--- src/sv/fractional_nonrestoring_divider_macros.svh ---
// Assertion macros used by the fractional divider top level.
`ifndef FRACTIONAL_NONRESTORING_DIVIDER_MACROS_SVH
`define FRACTIONAL_NONRESTORING_DIVIDER_MACROS_SVH

// Same-cycle implication checked on every rising clock edge outside reset.
`define FND_ASSERT_NOW(label, clk, rst, ante, cons) \
   label: assert property (@(posedge clk) disable iff (rst) (ante) |-> (cons)) \
      else $error("assertion failed: label");

// Next-cycle implication checked on every rising clock edge outside reset.
`define FND_ASSERT_NEXT(label, clk, rst, ante, cons) \
   label: assert property (@(posedge clk) disable iff (rst) (ante) |=> (cons)) \
      else $error("assertion failed: label");

`endif

--- src/sv/fnd_pkg.sv ---
// Shared types for the fractional non-restoring divider.
`timescale 1ns / 1ps

package fnd_pkg;

   typedef enum logic [1:0] {
      STATUS_OK           = 2'd0,
      STATUS_DIV_ZERO     = 2'd1,
      STATUS_NOT_FRACTION = 2'd2
   } status_type;

endpackage

--- src/sv/fractional_nonrestoring_divider.sv ---
// An accepted req_ beat passes through every step cell and then the output stage to rsp_valid.
// Throughput: one beat per cycle while rsp_ready is high; each cell of the chain holds one division.
// The chain has QUOTIENT_BITS-1 step cells and one correction/output stage.
// A stalled rsp_ beat backs up only the full cells; empty cells keep accepting.
// Reset clears the valid bit of every stage; data registers are not reset.
`timescale 1ns / 1ps
`include "fractional_nonrestoring_divider_macros.svh"

module fractional_nonrestoring_divider #(
   parameter int QUOTIENT_BITS = 8,
   parameter int OPERAND_BITS  = 15
) (
   input  logic                         clock,
   input  logic                         reset,
   input  logic                         req_valid,
   output logic                         req_ready,
   input  logic [OPERAND_BITS-1:0]      req_numerator,
   input  logic [OPERAND_BITS-1:0]      req_divisor,
   output logic                         rsp_valid,
   input  logic                         rsp_ready,
   output logic [QUOTIENT_BITS-1:0]     rsp_quotient,
   output logic [OPERAND_BITS-1:0]      rsp_remainder,
   output logic [1:0]                   rsp_status
);
   import fnd_pkg::*;

   localparam int PartBits = OPERAND_BITS + 2;
   localparam int Cells    = QUOTIENT_BITS - 1;

   logic                         valid_w   [Cells+1];
   logic                         ready_w   [Cells+1];
   logic signed [PartBits-1:0]   part_w    [Cells+1];
   logic [OPERAND_BITS-1:0]      divisor_w [Cells+1];
   logic [QUOTIENT_BITS-1:0]     quot_w    [Cells+1];
   status_type                   status_w  [Cells+1];
   logic signed [PartBits-1:0]   last_div;

   assign valid_w[0]   = req_valid;
   assign req_ready    = ready_w[0];
   assign part_w[0]    = $signed({1'b0, req_numerator, 1'b0}) - $signed({2'b00, req_divisor});
   assign divisor_w[0] = req_divisor;
   assign quot_w[0]    = '0;

   always_comb begin
      if (req_divisor == '0) begin
         status_w[0] = STATUS_DIV_ZERO;
      end else if (req_numerator >= req_divisor) begin
         status_w[0] = STATUS_NOT_FRACTION;
      end else begin
         status_w[0] = STATUS_OK;
      end
   end

   for (genvar i = 0; i < Cells; i++) begin : g_cell
      fnd_cell #(
         .OPERAND_BITS  (OPERAND_BITS),
         .QUOTIENT_BITS (QUOTIENT_BITS)
      ) u_cell (
         .clock      (clock),
         .reset      (reset),
         .up_valid   (valid_w[i]),
         .up_ready   (ready_w[i]),
         .up_part    (part_w[i]),
         .up_divisor (divisor_w[i]),
         .up_quot    (quot_w[i]),
         .up_status  (status_w[i]),
         .dn_valid   (valid_w[i+1]),
         .dn_ready   (ready_w[i+1]),
         .dn_part    (part_w[i+1]),
         .dn_divisor (divisor_w[i+1]),
         .dn_quot    (quot_w[i+1]),
         .dn_status  (status_w[i+1])
      );
   end

   fnd_fix #(
      .OPERAND_BITS  (OPERAND_BITS),
      .QUOTIENT_BITS (QUOTIENT_BITS)
   ) u_fix (
      .clock         (clock),
      .reset         (reset),
      .up_valid      (valid_w[Cells]),
      .up_ready      (ready_w[Cells]),
      .up_part       (part_w[Cells]),
      .up_divisor    (divisor_w[Cells]),
      .up_quot       (quot_w[Cells]),
      .up_status     (status_w[Cells]),
      .rsp_valid     (rsp_valid),
      .rsp_ready     (rsp_ready),
      .rsp_quotient  (rsp_quotient),
      .rsp_remainder (rsp_remainder),
      .rsp_status    (rsp_status)
   );

   assign last_div = $signed({2'b00, divisor_w[Cells]});

   // An empty output stage lets every cell pass its beat on.
   `FND_ASSERT_NOW(a_empty_accepts, clock, reset, !rsp_valid, req_ready)
   `FND_ASSERT_NOW(a_error_zeroed, clock, reset, rsp_valid && (rsp_status != STATUS_OK),
      (rsp_quotient == '0) && (rsp_remainder == '0))
   // The partial remainder entering the correction stays within one divisor of zero.
   `FND_ASSERT_NOW(a_part_bound, clock, reset,
      valid_w[Cells] && (status_w[Cells] == STATUS_OK),
      (part_w[Cells] < last_div) && (part_w[Cells] >= -last_div))
   `FND_ASSERT_NEXT(a_first_cell_loads, clock, reset, req_valid && req_ready, valid_w[1])

endmodule

--- src/sv/fnd_cell.sv ---
// One add-or-subtract step of the divider chain with its own beat register.
`timescale 1ns / 1ps

module fnd_cell #(
   parameter int OPERAND_BITS  = 15,
   parameter int QUOTIENT_BITS = 8
) (
   input  logic                                clock,
   input  logic                                reset,
   input  logic                                up_valid,
   output logic                                up_ready,
   input  logic signed [OPERAND_BITS+1:0]      up_part,
   input  logic        [OPERAND_BITS-1:0]      up_divisor,
   input  logic        [QUOTIENT_BITS-1:0]     up_quot,
   input  fnd_pkg::status_type                 up_status,
   output logic                                dn_valid,
   input  logic                                dn_ready,
   output logic signed [OPERAND_BITS+1:0]      dn_part,
   output logic        [OPERAND_BITS-1:0]      dn_divisor,
   output logic        [QUOTIENT_BITS-1:0]     dn_quot,
   output fnd_pkg::status_type                 dn_status
);
   import fnd_pkg::*;

   localparam int PartBits = OPERAND_BITS + 2;

   logic                         valid_ff;
   logic signed [PartBits-1:0]   part_ff, part_in;
   logic [OPERAND_BITS-1:0]      divisor_ff;
   logic [QUOTIENT_BITS-1:0]     quot_ff, quot_in;
   status_type                   status_ff;
   logic signed [PartBits-1:0]   div_ext;
   logic                         load;

   assign up_ready = !valid_ff || dn_ready;
   assign load     = up_valid && up_ready;
   assign div_ext  = $signed({2'b00, up_divisor});

   always_comb begin
      if (up_part[PartBits-1]) begin
         part_in = (up_part <<< 1) + div_ext;
      end else begin
         part_in = (up_part <<< 1) - div_ext;
      end
      quot_in = {up_quot[QUOTIENT_BITS-2:0], ~up_part[PartBits-1]};
   end

   always_ff @(posedge clock) begin
      if (reset) begin
         valid_ff <= 1'b0;
      end else if (up_ready) begin
         valid_ff <= up_valid;
      end
   end

   always_ff @(posedge clock) begin
      if (load) begin
         part_ff    <= part_in;
         divisor_ff <= up_divisor;
         quot_ff    <= quot_in;
         status_ff  <= up_status;
      end
   end

   assign dn_valid   = valid_ff;
   assign dn_part    = part_ff;
   assign dn_divisor = divisor_ff;
   assign dn_quot    = quot_ff;
   assign dn_status  = status_ff;

endmodule

--- src/sv/fnd_fix.sv ---
// Last quotient bit, remainder correction and the result register.
`timescale 1ns / 1ps

module fnd_fix #(
   parameter int OPERAND_BITS  = 15,
   parameter int QUOTIENT_BITS = 8
) (
   input  logic                                clock,
   input  logic                                reset,
   input  logic                                up_valid,
   output logic                                up_ready,
   input  logic signed [OPERAND_BITS+1:0]      up_part,
   input  logic        [OPERAND_BITS-1:0]      up_divisor,
   input  logic        [QUOTIENT_BITS-1:0]     up_quot,
   input  fnd_pkg::status_type                 up_status,
   output logic                                rsp_valid,
   input  logic                                rsp_ready,
   output logic        [QUOTIENT_BITS-1:0]     rsp_quotient,
   output logic        [OPERAND_BITS-1:0]      rsp_remainder,
   output logic        [1:0]                   rsp_status
);
   import fnd_pkg::*;

   localparam int PartBits = OPERAND_BITS + 2;

   logic                         valid_ff;
   logic [QUOTIENT_BITS-1:0]     quot_ff, quot_in;
   logic [OPERAND_BITS-1:0]      rem_ff, rem_in;
   status_type                   status_ff;
   logic signed [PartBits-1:0]   fixed_part;
   logic                         load;

   assign up_ready = !valid_ff || rsp_ready;
   assign load     = up_valid && up_ready;

   always_comb begin
      if (up_part[PartBits-1]) begin
         fixed_part = up_part + $signed({2'b00, up_divisor});
      end else begin
         fixed_part = up_part;
      end
      if (up_status == STATUS_OK) begin
         quot_in = {up_quot[QUOTIENT_BITS-2:0], ~up_part[PartBits-1]};
         rem_in  = fixed_part[OPERAND_BITS-1:0];
      end else begin
         quot_in = '0;
         rem_in  = '0;
      end
   end

   always_ff @(posedge clock) begin
      if (reset) begin
         valid_ff <= 1'b0;
      end else if (up_ready) begin
         valid_ff <= up_valid;
      end
   end

   always_ff @(posedge clock) begin
      if (load) begin
         quot_ff   <= quot_in;
         rem_ff    <= rem_in;
         status_ff <= up_status;
      end
   end

   assign rsp_valid     = valid_ff;
   assign rsp_quotient  = quot_ff;
   assign rsp_remainder = rem_ff;
   assign rsp_status    = status_ff;

endmodule

--- config.mk ---
export PLATFORM = sky130hd
export DESIGN_NAME = fractional_nonrestoring_divider
export DESIGN_NICKNAME = d
export VERILOG_FILES = /design/src/sv/fnd_pkg.sv /design/src/sv/fractional_nonrestoring_divider.sv /design/src/sv/fnd_cell.sv /design/src/sv/fnd_fix.sv
export VERILOG_INCLUDE_DIRS = /design/src /design/src/sv
export SDC_FILE = /design/constraint.sdc
export NUM_CORES = 1
export LEC_CHECK = 0
export ABC_AREA = 0
export BUFFER_PORTS_ARGS = -buffer_cell sky130_fd_sc_hd__buf_2
export CAP_MARGIN = 30
export CORE_MARGIN = 5
export CORE_UTILIZATION = 65
export CTS_BUF_LIST = sky130_fd_sc_hd__clkbuf_2 sky130_fd_sc_hd__clkbuf_4 sky130_fd_sc_hd__clkbuf_8
export CTS_CLUSTER_SIZE = 40
export DETAILED_ROUTE_END_ITERATION = 6
export GPL_TIMING_DRIVEN = 0
export PLACE_DENSITY = 0.83
export SKIP_CTS_REPAIR_TIMING = 1
export SYNTH_ARGS = -nofsm -noshare
export SYNTH_HDL_FRONTEND = slang
export SYNTH_SLANG_ARGS = --single-unit
--- constraint.sdc ---
create_clock -name clock -period 5.05 [get_ports clock]
set_clock_uncertainty 0.15 [all_clocks]
set_input_delay 0.2525 -clock clock [delete_from_list [all_inputs] [get_ports clock]]
set_output_delay 0.2525 -clock clock [all_outputs]
set_load 0.02 [all_outputs]
==> results.toml <==
[outcome]
status = "finished clean"

[final_layout]
final_util = 0.734
mostFrequentLayoutCell = "edfxtp_1"
finalNetCount = 2410
layout_common_cells = "283 x edfxtp_1, 247 x ha_1, 201 x inv_1, 168 x nor2_1, 143 x a21oi_1"
synthToLayoutAreaGrowth_pct = 11.5
drive_above_1_share = 0.0894

[timing]
maxSlewViolCount = 0
worst_pin_slew_ns = 0.979
hold_slack_ns = 0.160
max_freq_mhz = 227
rsz0062_at_grt = "no"
relSlewSlack = 0.346
setup_violations = 0
fin_crit_sh = 0.871
hold_violations = 0
period_minus_slack_ns = 4.40

[route]
antenna_left = 0
vias_per_cell = 5.99
wl_per_cell_um = 17.7
drc = 0
drt_iter0_drc = 708
routed_wl_um = 45200
vias = 15300
dr.pass1.iters = 7

[clock_network]
h-tree-depth = 2
clkLatencyLatePin_ns = 0.59
cts_tree = "built"
cts.sinks = 291
clock-root-buffer = "clkbuf_8"
clkTransAtPathRegs_ns = 0.06
numCtsBuffers = 49
cts_buffer_depth = 3

[floorplanning]
die_w_um = 186
die-area_um2 = 34600
initial_utilization = 0.659
dieHeight_um = 186
boundaryPins = 61
core_um2 = 30600
fp-row-count = 64

[setup_path]
worstPathRequired_ns = 5.21
crit_chain = "dlygate4sd3_1, buf_2, inv_1, ha_1, nor2b_1, o31a_1, or2_2, a31oi_1, xnor2_1, ha_1, nor4_1, nand2_1, o21ai_0, o41ai_1, o21ai_0, a21oi_1, o2bb2ai_1, xnor2_1"
crit_arrival_ns = 4.56
cp_max_fo = 5
slowest_stage = "dlygate4sd3_1"
start_kind = "input port"
worst-path-buf-inv = 3
path_delay_family = "compound AO/OA/AOI/OAI gates"
slowest_delay_ns = 0.52
critical_path_class = "in2reg"
crit_path_end_kind = "flop"

[yosys]
synth-edff-count = 283
synth_seq_cells = 291
post_synth.cell_area_avg_um2 = 10.2
ys_seq_area_frac = 0.430
syn-num-nets = 2273
synthCells = 1983
ys.flop_type = "edfxtp_1"
syn_area_um2 = 20100
synth_cell_types = 76
ys_warn_count = 0
async_reset_ff_frac = 0

[global_route]
track_usage = 0.259
grt_pass1_vias = 15600
grt_overflow = 0
grt_pass1_wl_um = 73000
grt_max_degree = 39
antenna_found_initial = 0

[place]
dp_hpwl_um = 35300
portBuffers = 59
place_congestion = 0.937

[pwr]
pwr_density_cell_nw_per_um2 = 332
peakVddDrop_mv = 0.388
leakage_nw = 9.32

[worst_hold_path]
hold_path_class = "in2reg"

[job]
cap_violations = 0
report_power, final:
group	internal, W	leakage [nW]	switching [W]
logic	0.000864	6.05	0.00124
registers	0.00290	2.68	0.000112
clock network	0.00134	0.591	0.000987
tightest hold or removal path: stages:
cell,delay (ns)
buf_2,0.09
ha_1,0.14
a211oi_1,0.04
a211oi_1,0.22
sequential cells by signal (all words and copies together), names as in the netlist:
| register | cells |
|---|---|
| g_cell.u_cell.dn_quot | 28 |
| g_cell.u_cell.dn_valid | 7 |
| u_fix.rsp_status | 2 |
| u_fix.rsp_remainder | 15 |
| g_cell.u_cell.dn_divisor | 105 |
| u_fix.rsp_quotient | 8 |
| g_cell.u_cell.dn_status | 14 |
| g_cell.u_cell.dn_part | 111 |
| u_fix.rsp_valid | 1 |
cell usage after synthesis, drive strengths merged (24+ instances only):
library cell	instances	area [µm²]
a211oi	24	180
a21o	29	218
a21oi	144	721
a31oi	32	200
clkbuf	49	184
edfxtp	283	8500
ha	247	3090
inv	202	758
nand2	67	259
nand2b	26	163
nand3	39	195
nor2	169	634
nor2b	30	188
nor3	63	315
o211ai	24	180
o21a	31	233
o21ai	107	536
o21bai	28	210
or3	26	163
xnor2	90	788
xor2	37	324
logic make-up (layout without fill, tap and decap cells):
family	Yosys count	count (layout)	synth area share
and+or+nand+nor	494	494	0.119
DFF	291	291	0.430
other	0	1	0
buffers and inverters	261	438	0.0494
AOI/OAI and AO/OA	531	531	0.172
xor gates and xnor gates	127	127	0.0552
muxes	23	23	0.0115
adders and majority gates	256	256	0.162
area by class of cell:
cell class / count / area, µm²
fill: 2153 / 8130
buffer: 57 / 230
tap: 396 / 495
clock buffer: 65 / 826
inverter: 204 / 766
antenna: 1 / 2.50
multi-input combinational: 1431 / 10600
clock inverter: 26 / 287
sequential: 291 / 8660
timing repair buffer: 86 / 631
stage by stage:
step                cell area, µm²  cells  worst slack [ns]  setup TNS [ns]  total power, W
finish                       22500   2557             0.649               0         0.00745
global route                 22500   2556             0.242               0         0.00786
CTS                          22300   2536              1.18               0         0.00746
detailed placement           21100   2445             0.587               0         0.00512
global placement             20900   2438            -0.111           -3.91         0.00506
floorplan                    20100   1983             0.736               0         0.00460
layer usage:
| metal | track usage | vias up | wire length (µm) |
|---|---|---|---|
| met5 | 0 | - | 0 |
| met4 | 0.136 | 0 | 2450 |
| met3 | 0.0328 | 174 | 1620 |
| met2 | 0.510 | 453 | 24700 |
| met1 | 0.265 | 7215 | 16500 |
| li1 | - | 7468 | - |
path summary, 6_finish.rpt:
kind                                  start                             to  slack (ns)  depth (start not counted)
max                          req_divisor[2]   g_cell[0].u_cell.dn_part[16]        0.65                         18
max reg2reg  g_cell[5].u_cell.dn_divisor[3]   g_cell[6].u_cell.dn_part[16]        1.55                         11
min                       req_numerator[13]  g_cell[0].u_cell.dn_status[1]        0.16                          4
min reg2reg     g_cell[0].u_cell.dn_quot[0]    g_cell[1].u_cell.dn_quot[1]        0.25                          0
Note: power is estimated with default switching activity, not from simulation.
